$ cat config.mk
export PLATFORM = sky130hd
export DESIGN_NAME = one_wire_bus_master
export DESIGN_NICKNAME = d
export VERILOG_FILES = /design/src/design/owm_pkg.sv /design/src/design/one_wire_bus_master.sv
export VERILOG_INCLUDE_DIRS = /design/src /design/src/design
export SDC_FILE = /design/constraint.sdc
export NUM_CORES = 1
export LEC_CHECK = 0
export BUFFER_PORTS_ARGS = -buffer_cell sky130_fd_sc_hd__buf_2
export CAP_MARGIN = 15
export CELL_PAD_IN_SITES_DETAIL_PLACEMENT = 1
export CELL_PAD_IN_SITES_GLOBAL_PLACEMENT = 2
export CORE_MARGIN = 2
export CORE_UTILIZATION = 41
export CTS_BUF_LIST = sky130_fd_sc_hd__clkbuf_4
export DETAILED_ROUTE_END_ITERATION = 8
export PLACE_DENSITY = 0.81
export SYNTH_ARGS = -nofsm -noshare
export SYNTH_HDL_FRONTEND = slang
export SYNTH_SLANG_ARGS = --single-unit
$ cat constraint.sdc
create_clock -name i_clk -period 7.68 [get_ports i_clk]
set_clock_uncertainty 0.05 [all_clocks]
set_input_delay 1.536 -clock i_clk [delete_from_list [all_inputs] [get_ports i_clk]]
set_output_delay 1.536 -clock i_clk [all_outputs]
set_load 0.005 [all_outputs]
$ cat src/design/assert_macros.svh
// Assertion helper macros for the 1-Wire bus master.
// Included by RTL files that carry concurrent checks; no other dependencies.
`ifndef ASSERT_MACROS_SVH
`define ASSERT_MACROS_SVH

// Property must hold at every rising clock edge outside reset.
`define OWM_ASSERT(label, clk, rst_n, prop, msg) \
    label: assert property (@(posedge clk) disable iff (!rst_n) (prop)) else $error(msg);

// Antecedent this edge implies consequent at the next edge.
`define OWM_ASSERT_NEXT(label, clk, rst_n, ante, cons, msg) \
    label: assert property (@(posedge clk) disable iff (!rst_n) (ante) |=> (cons)) \
        else $error(msg);

`endif

$ cat src/design/owm_pkg.sv
// Package for the 1-Wire bus master: payload structs, codes, register map.
// No dependencies.
`timescale 1ns / 1ps
`default_nettype none

package owm_pkg;

    localparam int CFG_W       = 10;
    localparam int CFG_NUM     = 8;
    localparam int CFG_IDX_W   = 3;
    localparam int COUNTER_DEF = 10;

    typedef enum logic [1:0] {
        OP_NONE  = 2'd0,
        OP_RESET = 2'd1,
        OP_WRITE = 2'd2,
        OP_READ  = 2'd3
    } t_opcode;

    typedef enum logic [1:0] {
        STAT_OK          = 2'd0,
        STAT_LINE_LOW    = 2'd1,
        STAT_NO_PRESENCE = 2'd2
    } t_status;

    typedef enum logic [CFG_IDX_W-1:0] {
        CFG_RST_LOW     = 3'd0,
        CFG_PRES_WAIT   = 3'd1,
        CFG_PRES_TAIL   = 3'd2,
        CFG_WR1_LOW     = 3'd3,
        CFG_WR0_LOW     = 3'd4,
        CFG_SLOT_LEN    = 3'd5,
        CFG_RD_LOW      = 3'd6,
        CFG_RD_SAMPLE   = 3'd7
    } t_cfg_idx;

    localparam logic [CFG_W-1:0] CFG_RESET [CFG_NUM] = '{
        10'd480, 10'd70, 10'd410, 10'd10, 10'd60, 10'd65, 10'd3, 10'd10
    };

    // one-hot bus sequencer phase
    typedef enum logic [4:0] {
        PH_IDLE     = 5'b00001,
        PH_RST_LOW  = 5'b00010,
        PH_RST_WAIT = 5'b00100,
        PH_RST_TAIL = 5'b01000,
        PH_SLOT     = 5'b10000
    } t_phase;

    typedef struct packed {
        t_opcode    opcode;
        logic [7:0] tx_byte;
        logic       line_level;
    } t_owm_in;

    typedef struct packed {
        logic       drive_low;
        logic       busy_res;
        logic       done_res;
        logic [7:0] rx_byte;
        t_status    status;
    } t_owm_out;

endpackage

`default_nettype wire

$ cat src/design/one_wire_bus_master.sv
// 1-Wire bus master top level: tick-driven sequencer with registered result.
// Depends on owm_pkg and assert_macros.svh.
`timescale 1ns / 1ps
`default_nettype none
`include "assert_macros.svh"

// Usage
//   Input channel (i_in_valid / o_in_ready / i_in): one transfer per microsecond
//   tick, carrying the sampled bus level and an optional command (reset with
//   presence detect, write byte, read byte). A command given while a sequence
//   is running is dropped, tx_byte included.
//   Output channel (o_out_valid / i_out_ready / o_out): exactly one result per
//   input transfer: open-drain drive, busy and done flags, received byte and
//   status of the last command.
//   Config channel (i_cfg_valid / o_cfg_ready / i_cfg_index / i_cfg_data):
//   eight 10-bit timing registers, always ready; write only while idle.
//   Latency: the result is registered at the accepting edge and visible the
//   next cycle. Throughput: one tick per cycle while not stalled, set by the
//   single state update between the input handshake and the result register.
//   Stall: with the result register full and i_out_ready low, o_in_ready drops
//   and the sequencer holds; nothing is lost or repeated.
//   Reset (i_rst_n low, synchronous): sequencer idle, timing registers at
//   their defaults (480/70/410/10/60/65/3/10 us), result register empty.
module one_wire_bus_master #(
    parameter int COUNTER_BITS = owm_pkg::COUNTER_DEF
) (
    input  wire logic                 i_clk,
    input  wire logic                 i_rst_n,
    input  wire logic                 i_in_valid,
    output logic                      o_in_ready,
    input  wire owm_pkg::t_owm_in     i_in,
    output logic                      o_out_valid,
    input  wire logic                 i_out_ready,
    output owm_pkg::t_owm_out         o_out,
    input  wire logic                 i_cfg_valid,
    output logic                      o_cfg_ready,
    input  wire owm_pkg::t_cfg_idx    i_cfg_index,
    input  wire logic [owm_pkg::CFG_W-1:0] i_cfg_data
);
    import owm_pkg::*;

    // compare width covers both the counter and a sum of two registers
    localparam int CW = ((COUNTER_BITS > CFG_W) ? COUNTER_BITS : CFG_W) + 1;
    localparam logic [CW-1:0] CNT_MAX  = CW'((1 << COUNTER_BITS) - 1);
    localparam logic [CW-1:0] SLOT_MAX = CW'(1 << COUNTER_BITS);

    // clamp a timing register to what the tick counter can reach
    function automatic logic [CW-1:0] cap_cnt(input logic [CFG_W-1:0] v);
        logic [CW-1:0] x;
        x = CW'(v);
        return (x > CNT_MAX) ? CNT_MAX : x;
    endfunction

    // timing registers
    logic [CFG_W-1:0] r_cfg [CFG_NUM];

    // sequencer state
    t_phase                  r_phase, n_phase;
    t_opcode                 r_op, n_op;
    logic [COUNTER_BITS-1:0] r_tick, n_tick;
    logic [2:0]              r_bit, n_bit;
    logic [7:0]              r_shift, n_shift;
    logic                    r_pres, n_pres;
    t_status                 r_stat, n_stat;

    // result register
    logic     r_out_valid;
    t_owm_out r_out, n_out;

    logic in_fire;

    // start-of-tick view after a possible command accept
    t_phase                  s_phase;
    t_opcode                 s_op;
    logic [COUNTER_BITS-1:0] s_tick;
    logic [2:0]              s_bit;
    logic [7:0]              s_shift;
    logic                    s_pres;
    t_status                 s_stat;
    logic                    drive, done;
    logic [CW-1:0]           tc, tc_inc, slen, sidx, low_t;

    assign o_cfg_ready = 1'b1;
    assign o_in_ready  = !r_out_valid || i_out_ready;
    assign in_fire     = i_in_valid && o_in_ready;
    assign o_out_valid = r_out_valid;
    assign o_out       = r_out;

    always_ff @(posedge i_clk) begin
        if (!i_rst_n) begin
            for (int i = 0; i < CFG_NUM; i++) begin
                r_cfg[i] <= CFG_RESET[i];
            end
        end else if (i_cfg_valid && o_cfg_ready) begin
            r_cfg[i_cfg_index] <= i_cfg_data;
        end
    end

    always_comb begin
        // command accept: only from idle, the accepting tick is the first tick
        s_phase = r_phase;
        s_op    = r_op;
        s_tick  = r_tick;
        s_bit   = r_bit;
        s_shift = r_shift;
        s_pres  = r_pres;
        s_stat  = r_stat;
        done    = 1'b0;
        drive   = 1'b0;
        if (r_phase == PH_IDLE && i_in.opcode != OP_NONE) begin
            s_op   = i_in.opcode;
            s_stat = STAT_OK;
            s_tick = '0;
            s_bit  = '0;
            s_pres = 1'b0;
            if (i_in.opcode == OP_RESET) begin
                if (!i_in.line_level) begin
                    s_stat = STAT_LINE_LOW;   // bus stuck low, abort at once
                    done   = 1'b1;
                end else begin
                    s_phase = PH_RST_LOW;
                end
            end else begin
                s_shift = (i_in.opcode == OP_WRITE) ? i_in.tx_byte : 8'h00;
                s_phase = PH_SLOT;
            end
        end

        tc     = CW'(s_tick);
        tc_inc = tc + CW'(1);

        // slot geometry: length capped, zero acts as one; sample clamped to slot
        slen = CW'(r_cfg[CFG_SLOT_LEN]);
        if (slen > SLOT_MAX) begin
            slen = SLOT_MAX;
        end
        if (slen == '0) begin
            slen = CW'(1);
        end
        sidx = CW'(r_cfg[CFG_RD_LOW]) + CW'(r_cfg[CFG_RD_SAMPLE]);
        if (sidx > slen - CW'(1)) begin
            sidx = slen - CW'(1);
        end

        n_phase = s_phase;
        n_op    = s_op;
        n_tick  = s_tick;
        n_bit   = s_bit;
        n_shift = s_shift;
        n_pres  = s_pres;
        n_stat  = s_stat;
        low_t   = '0;

        unique case (s_phase)
            PH_IDLE: begin
            end
            PH_RST_LOW: begin
                drive  = 1'b1;
                n_tick = COUNTER_BITS'(tc_inc);
                if (tc_inc >= cap_cnt(r_cfg[CFG_RST_LOW])) begin
                    n_phase = PH_RST_WAIT;
                    n_tick  = '0;
                end
            end
            PH_RST_WAIT: begin
                n_tick = COUNTER_BITS'(tc_inc);
                if (tc_inc >= cap_cnt(r_cfg[CFG_PRES_WAIT])) begin
                    n_phase = PH_RST_TAIL;
                    n_tick  = '0;
                end
            end
            PH_RST_TAIL: begin
                if (tc == '0) begin
                    n_pres = !i_in.line_level;
                end
                if (tc >= cap_cnt(r_cfg[CFG_PRES_TAIL])) begin
                    n_stat  = n_pres ? STAT_OK : STAT_NO_PRESENCE;
                    done    = 1'b1;
                    n_phase = PH_IDLE;
                    n_tick  = '0;
                end else begin
                    n_tick = COUNTER_BITS'(tc_inc);
                end
            end
            PH_SLOT: begin
                if (s_op == OP_READ) begin
                    low_t = CW'(r_cfg[CFG_RD_LOW]);
                    if (tc == sidx) begin
                        n_shift[s_bit] = s_shift[s_bit] | i_in.line_level;
                    end
                end else begin
                    low_t = s_shift[s_bit] ? CW'(r_cfg[CFG_WR1_LOW])
                                           : CW'(r_cfg[CFG_WR0_LOW]);
                end
                drive = (tc < low_t);
                if (tc_inc >= slen) begin
                    n_tick = '0;
                    if (&s_bit) begin
                        n_bit   = '0;
                        done    = 1'b1;
                        n_phase = PH_IDLE;
                    end else begin
                        n_bit = s_bit + 3'd1;
                    end
                end else begin
                    n_tick = COUNTER_BITS'(tc_inc);
                end
            end
            default: begin
                n_phase = PH_IDLE;
            end
        endcase

        n_out.drive_low = drive;
        n_out.busy_res  = (n_phase != PH_IDLE);
        n_out.done_res  = done;
        n_out.rx_byte   = (n_op == OP_READ) ? n_shift : 8'h00;
        n_out.status    = n_stat;
    end

    always_ff @(posedge i_clk) begin
        if (!i_rst_n) begin
            r_phase     <= PH_IDLE;
            r_op        <= OP_NONE;
            r_tick      <= '0;
            r_bit       <= '0;
            r_shift     <= '0;
            r_pres      <= 1'b0;
            r_stat      <= STAT_OK;
            r_out_valid <= 1'b0;
        end else begin
            if (in_fire) begin
                r_phase <= n_phase;
                r_op    <= n_op;
                r_tick  <= n_tick;
                r_bit   <= n_bit;
                r_shift <= n_shift;
                r_pres  <= n_pres;
                r_stat  <= n_stat;
            end
            if (in_fire) begin
                r_out_valid <= 1'b1;
            end else if (i_out_ready) begin
                r_out_valid <= 1'b0;
            end
        end
    end

    always_ff @(posedge i_clk) begin
        if (in_fire) begin
            r_out <= n_out;
        end
    end

    // checks
    `OWM_ASSERT(a_phase_onehot, i_clk, i_rst_n, $onehot(r_phase), "phase not one-hot")
    `OWM_ASSERT(a_idle_tick_zero, i_clk, i_rst_n, (r_phase != PH_IDLE) || (r_tick == '0), "tick count left nonzero in idle")
    `OWM_ASSERT(a_done_not_busy, i_clk, i_rst_n, !(r_out_valid && r_out.done_res && r_out.busy_res), "done and busy together")
    `OWM_ASSERT_NEXT(a_busy_tracks_phase, i_clk, i_rst_n, in_fire, r_out.busy_res == (r_phase != PH_IDLE), "busy flag disagrees with phase")

endmodule

`default_nettype wire
-- Word level (Yosys, flattened, before mapping)
Memory sizes are Yosys's and may differ from the RTL's.
Index checks and enable logic that the tools add are counted.
- bits in registers: 45
- memories kept: 1
- bits of input ports: 29
- bits in writable memories: 80
- output and inout bits: 16
- word-level logic and storage cells: 115
- memories (memory ; words ; bits a word ; read ports ; clocked after Yosys merged registers in ; write ports ; line ; source):
    r_cfg ; 8 ; 10 ; 8 ; 0 ; 8 ; one_wire_bus_master.sv:55 ; logic [CFG_W-1:0] r_cfg [CFG_NUM];
- bitwise logic cells: 1
- add/subtract/negate cells: 4
- muxes and demuxes: 64
- eq/ne operators: 11
- reduce and logical (&&, ||, !) cells: 12
- $lt $le $gt $ge: 9
- operators by type and width (kind ; count):
    $mux 10 ; 8
    $mux 8 ; 6
    $mux 11 ; 4
    $mux 5 ; 8
    $pmux 10 s4 ; 1
    $pmux 5 s5 ; 1
    $ge 11x10->1 ; 2
    $mux 1 ; 21
    $mux 3 ; 5
    $add 10x1->11 const B ; 1
    $add 10x10->11 ; 1
    $eq 10x11->1 ; 1
    $ge 11x11->1 ; 1
    $gt 10x11->1 const B ; 1
    $gt 11x11->1 ; 1
    $logic_not 11->1 ; 1
    $lt 10x11->1 ; 1
    $sub 11x1->11 const B ; 1
    $eq 5x1->1 const B ; 2
    $ge 10x10->1 ; 1
    $logic_not 10->1 ; 1
    $mux 2 ; 5
    $reduce_or 10->1 ; 1
    $bwmux 8 ; 1
    other kinds (19) ; 25

-- Logic depth before layout (Yosys ltp)
An unclocked memory read counts as a cell.
- depth in word-level cells: 12
- gate-level depth with buffers: 22
- depth with buffers taken out: 19

-- Worst setup path before layout
No wires, ideal clock.
- path type: input-to-reg
- start: in i_in[10] (netlist name)
- end: reg r_tick[3]
- setup slack: 2474 ps
- path buffers: 4
- setup time: 67 ps
- required time: 7563 ps
- cell stages on the path: 19
- arrival time: 5089 ps
- cells stage by stage: clkbuf_1 > o2111ai_1 > buf_2 > buf_1 > nand2_1 > inv_1 > ha_1 > nand4_1 > xor2_1 > nor2_1 > ha_1 > or3_1 > a211o_1 > a21oi_1 > o21bai_1 > a211o_1 > clkbuf_1 > a32oi_1 > nor2_1
- word-level cells in the longest chain between the ends: 7
- elaborated cells between the ends (all ways): 20
- classes of those cells: add/sub (1); order compare (4); eq/ne (5); mux (8); reduce/logical (2)
- ends and longest elaborated chain (what ; line ; source):
    start: declaration ; one_wire_bus_master.sv:31 ; input wire owm_pkg::t_owm_in i_in,
    $reduce_bool 2->1 ; one_wire_bus_master.sv:110 ; if (r_phase == PH_IDLE && i_in.opcode != OP_NONE) begin
    $logic_and 1x1->1 ; one_wire_bus_master.sv:110 ;
    $mux 10 ; one_wire_bus_master.sv:110 ;
    $add 10x1->11 ; one_wire_bus_master.sv:130 ; tc_inc = tc + CW'(1);
    $ge 11x11->1, or another cell as far along ; one_wire_bus_master.sv:196 ; if (tc_inc >= slen) begin
    $mux 10, on equally long branches ; one_wire_bus_master.sv:196, one_wire_bus_master.sv:160, one_wire_bus_master.sv:167 ;
    $pmux 10 s4 * ; one_wire_bus_master.sv:154 ; unique case (s_phase)
    end signal: assignment ; one_wire_bus_master.sv:235 ; r_tick <= n_tick;
    end: declaration ; one_wire_bus_master.sv:60 ; logic [COUNTER_BITS-1:0] r_tick, n_tick;
Every way passes the cells marked *; elsewhere a longest branch is shown, timed or not.
A chain may end at the register's enable or synchronous reset.

==> flow_metrics.py <==
metrics = {
    "yosys": {
        "synth-edff-count": 93,
        "syn_area_per_cell_sq_um": 9.31,
        "ys_seq_elements": 125,
        "netlist_instances": 918,
        "yosysSeqAreaShare": 0.402,
        "ys.flop_type": "edfxtp_1",
        "yosys_warnings": 0,
        "synth.distinct_cells": 80,
        "async_flop_share": 0,
        "syn_nets": 1023,
        "synth_area_sq_um": 8550,
    },
    "clock_tree": {
        "numCtsBuffers": 17,
        "clock_path_buffers": 2,
        "path_clk_slew_ps": 150,
        "hold_buffers": 0,
        "clk_latency_ps": 570,
        "cts_root_buffer": "clkbuf_4",
        "cts_tree": "done",
        "cts.repair.resized": 0,
        "cts_setup_buffers": 0,
        "h-tree-depth": 4,
        "cts.sinks": 125,
    },
    "floorplan": {
        "core_area_sq_um": 20400,
        "start_util": 0.420,
        "die_y_um": 148,
        "pin_count": 45,
        "die_area_sq_um": 22000,
        "num_rows": 52,
        "die_x_um": 148,
    },
    "grt": {
        "antenna_found_initial": 1,
        "overflow": 0,
        "grt_max_degree": 29,
        "grt_first_pass_wirelength_um": 42500,
        "grt_use_total": 0.252,
        "first_global_vias": 7375,
    },
    "setup_path": {
        "setup.worst_path.end_class": "register",
        "r2r_start": "r_cfg[5][4]$_SDFFCE_PN0P_",
        "reg2reg_slack_ps": 1580,
        "crit_top_cell": "a21oi_1",
        "r2r_end": "o_out[3]$_SDFFCE_PN0P_",
        "worst-path-max-fanout": 15,
        "cpMaxStageDelayCell": "nor4_1",
        "cp-start-kind": "register",
        "slowest_delay_ps": 740,
        "reg2regPathDepth": 18,
        "required_ps": 8040,
        "critPathArrivalTime_ps": 6450,
        "critPathKind": "register to register",
        "cp_num_buf_inv": 1,
        "critPathTopFamily": "simple AND/OR/NAND/NOR gates",
        "crit_chain": "nor4_1 > and3_1 > a21oi_1 > ha_1 > nor3b_1 > xnor2_1 > ha_1 > a21oi_1 > o21ai_1 > a21oi_1 > o211ai_1 > buf_4 > nand2_1 > a311o_1 > nor4b_1 > nand3_2 > o31a_1 > nor3_1",
    },
    "route": {
        "drtAntennaViolNets": 0,
        "vias": 7277,
        "post-route-drc-count": 0,
        "routed_wl_um": 26900,
        "first_iter_violations": 456,
        "wl_per_cell_um": 21.6,
        "firstDrtPassIters": 6,
        "vias_per_cell": 5.85,
    },
    "pwr": {
        "power_mw": 1.69,
        "vdd_drop_max_uv": 135,
        "powerDensity_nw_per_um2": 180,
        "leakage_nw": 3.89,
    },
    "placement": {
        "dp_hpwl_um": 20100,
        "dp_cells": 1211,
        "place_congestion": 0.878,
        "portBuffers": 43,
    },
    "finish": {
        "syn2layout_area_growth_pct": 10.1,
        "instances_no_fill": 1244,
        "final_net_count": 1065,
        "final_util": 0.462,
        "drive_above_1_share": 0.114,
    },
    "timing": {
        "setup_violations": 0,
        "timing.hold.ws_ps": 455,
        "slew_headroom": 0.465,
        "fmax_mhz": 164,
        "fin_crit_sh": 0.794,
        "rsz0062_at_grt": "no",
        "tightest_slew_ps": 796,
        "slew_violations": 0,
        "setup_tns_ps": 0,
        "finalCriticalPeriod_ps": 6100,
        "finalHoldViolations": 0,
    },
    "worst_hold_path": {
        "holdPathEnd": "r_stat[1]$_SDFFE_PN0P_",
        "holdPathStages": 2,
        "holdCritPathClass": "register to register",
        "min_from": "r_stat[1]$_SDFFE_PN0P_",
    },
    "flow_run": {
        "cap_violations": 0,
    },
    "outcome": {
        "status": "finished clean",
    },
}
==> cells by family (layout without fill, tap and decap cells) <==
| family | after synthesis | after routing | synth area share |
|---|---|---|---|
| flip-flops | 125 | 125 | 0.402 |
| adder cells (fa/ha/maj) | 76 | 76 | 0.112 |
| multiplexers | 16 | 16 | 0.0190 |
| XOR/XNOR | 17 | 17 | 0.0174 |
| buffers and inverters | 105 | 160 | 0.0474 |
| other | 1 | 2 | 0.000439 |
| AO/OA/AOI/OAI | 222 | 222 | 0.177 |
| AND/OR/NAND/NOR | 356 | 356 | 0.225 |
==> final cells by class <==
type | count | area [sq um]
diodes | 1 | 2.50
repair buffers | 63 | 365
inverters | 65 | 244
clock inverters | 15 | 195
fillers | 2340 | 10900
flip-flops and latches | 125 | 3430
clock buffers | 17 | 128
multi-input cells | 688 | 4710
well taps | 270 | 338
==> state kept, by name, summed over array words and instances, names as in the netlist <==
name and flops:
r_op 2, r_pres 1, o_out_valid 1, r_tick 10, r_bit 3, r_cfg 80
r_phase 5, o_out 13, r_stat 2, r_shift 8
==> synthesized netlist by cell type, drive strengths merged, types with 10 or more instances <==
master / count / area (sq um)
clkbuf: 32 / 120
ha: 75 / 938
a21oi: 65 / 325
o21ai: 39 / 195
nor4: 10 / 83.8
a211oi: 10 / 75.1
nor3b: 11 / 82.6
nand2: 56 / 210
dfxtp: 32 / 641
inv: 65 / 244
nor3: 29 / 145
mux2i: 14 / 140
nor2: 66 / 248
edfxtp: 93 / 2790
nand3: 32 / 165
o21a: 11 / 82.6
nand2b: 27 / 169
xnor2: 12 / 105
or3: 23 / 144
and2: 65 / 407
a21o: 17 / 128
==> worst max-delay path by stage <==
stage / startpoint / slack, ps / to / cells past startpoint
floorplan: i_in[10] / 2470 / r_tick[3]$_SDFFE_PN0P_ / 19
global placement: i_in[9] / 1830 / r_tick[4]$_SDFFE_PN0P_ / 18
detailed placement: i_in[9] / 1720 / r_tick[5]$_SDFFE_PN0P_ / 17
CTS: r_cfg[5][4]$_SDFFCE_PN0P_ / 1710 / o_out[3]$_SDFFCE_PN0P_ / 18
global route: r_cfg[5][4]$_SDFFCE_PN0P_ / 1280 / o_out[3]$_SDFFCE_PN0P_ / 19
finish: r_cfg[5][4]$_SDFFCE_PN0P_ / 1580 / o_out[3]$_SDFFCE_PN0P_ / 18
==> metrics by stage <==
| stage | setup slack [ps] | instance area (sq um) |
|---|---|---|
| finish | 1580 | 9420 |
| global route | 1280 | 9420 |
| CTS | 1710 | 9410 |
| detailed placement | 1720 | 9090 |
| global placement | 1830 | 9090 |
| floorplan | 2470 | 8550 |
==> tightest hold or removal path: stages (launching register included) <==
cell     delay (ps)
dfxtp_1         340
nand2_1          60
o21ai_0          70
==> where the power goes <==
| part | internal [mW] | total (mW) | switching (mW) |
|---|---|---|---|
| logic | 0.128 | 0.360 | 0.232 |
| clock network | 0.214 | 0.552 | 0.338 |
| registers | 0.761 | 0.782 | 0.0208 |
| total | 1.10 | 1.69 | 0.591 |
==> placed cells by master (no fill, tap or decap), types with 11 or more instances in the layout <==
cell and instances:
a21o_1 17, a21oi_1 65, and2_1 62, buf_2 43, buf_4 20, clkbuf_4 17
dfxtp_1 32, edfxtp_1 93, ha_1 75, inv_1 65, mux2i_1 14, nand2_1 56
nand2b_1 27, nand3_1 31, nor2_1 66, nor3_1 29, nor3b_1 11, o21a_1 11
o21ai_0 36, or3_1 23, xnor2_1 12
==> layer usage <==
| metal | wire [um] | share of wire | track usage |
|---|---|---|---|
| met1 | 13200 | 0.49 | 0.372 |
| met2 | 12200 | 0.45 | 0.394 |
| met3 | 1110 | 0.041 | 0.0331 |
| met4 | 376 | 0.014 | 0.0605 |
| met5 | 0 | 0 | 0 |
No activity file was read; power rests on OpenSTA's default activity.
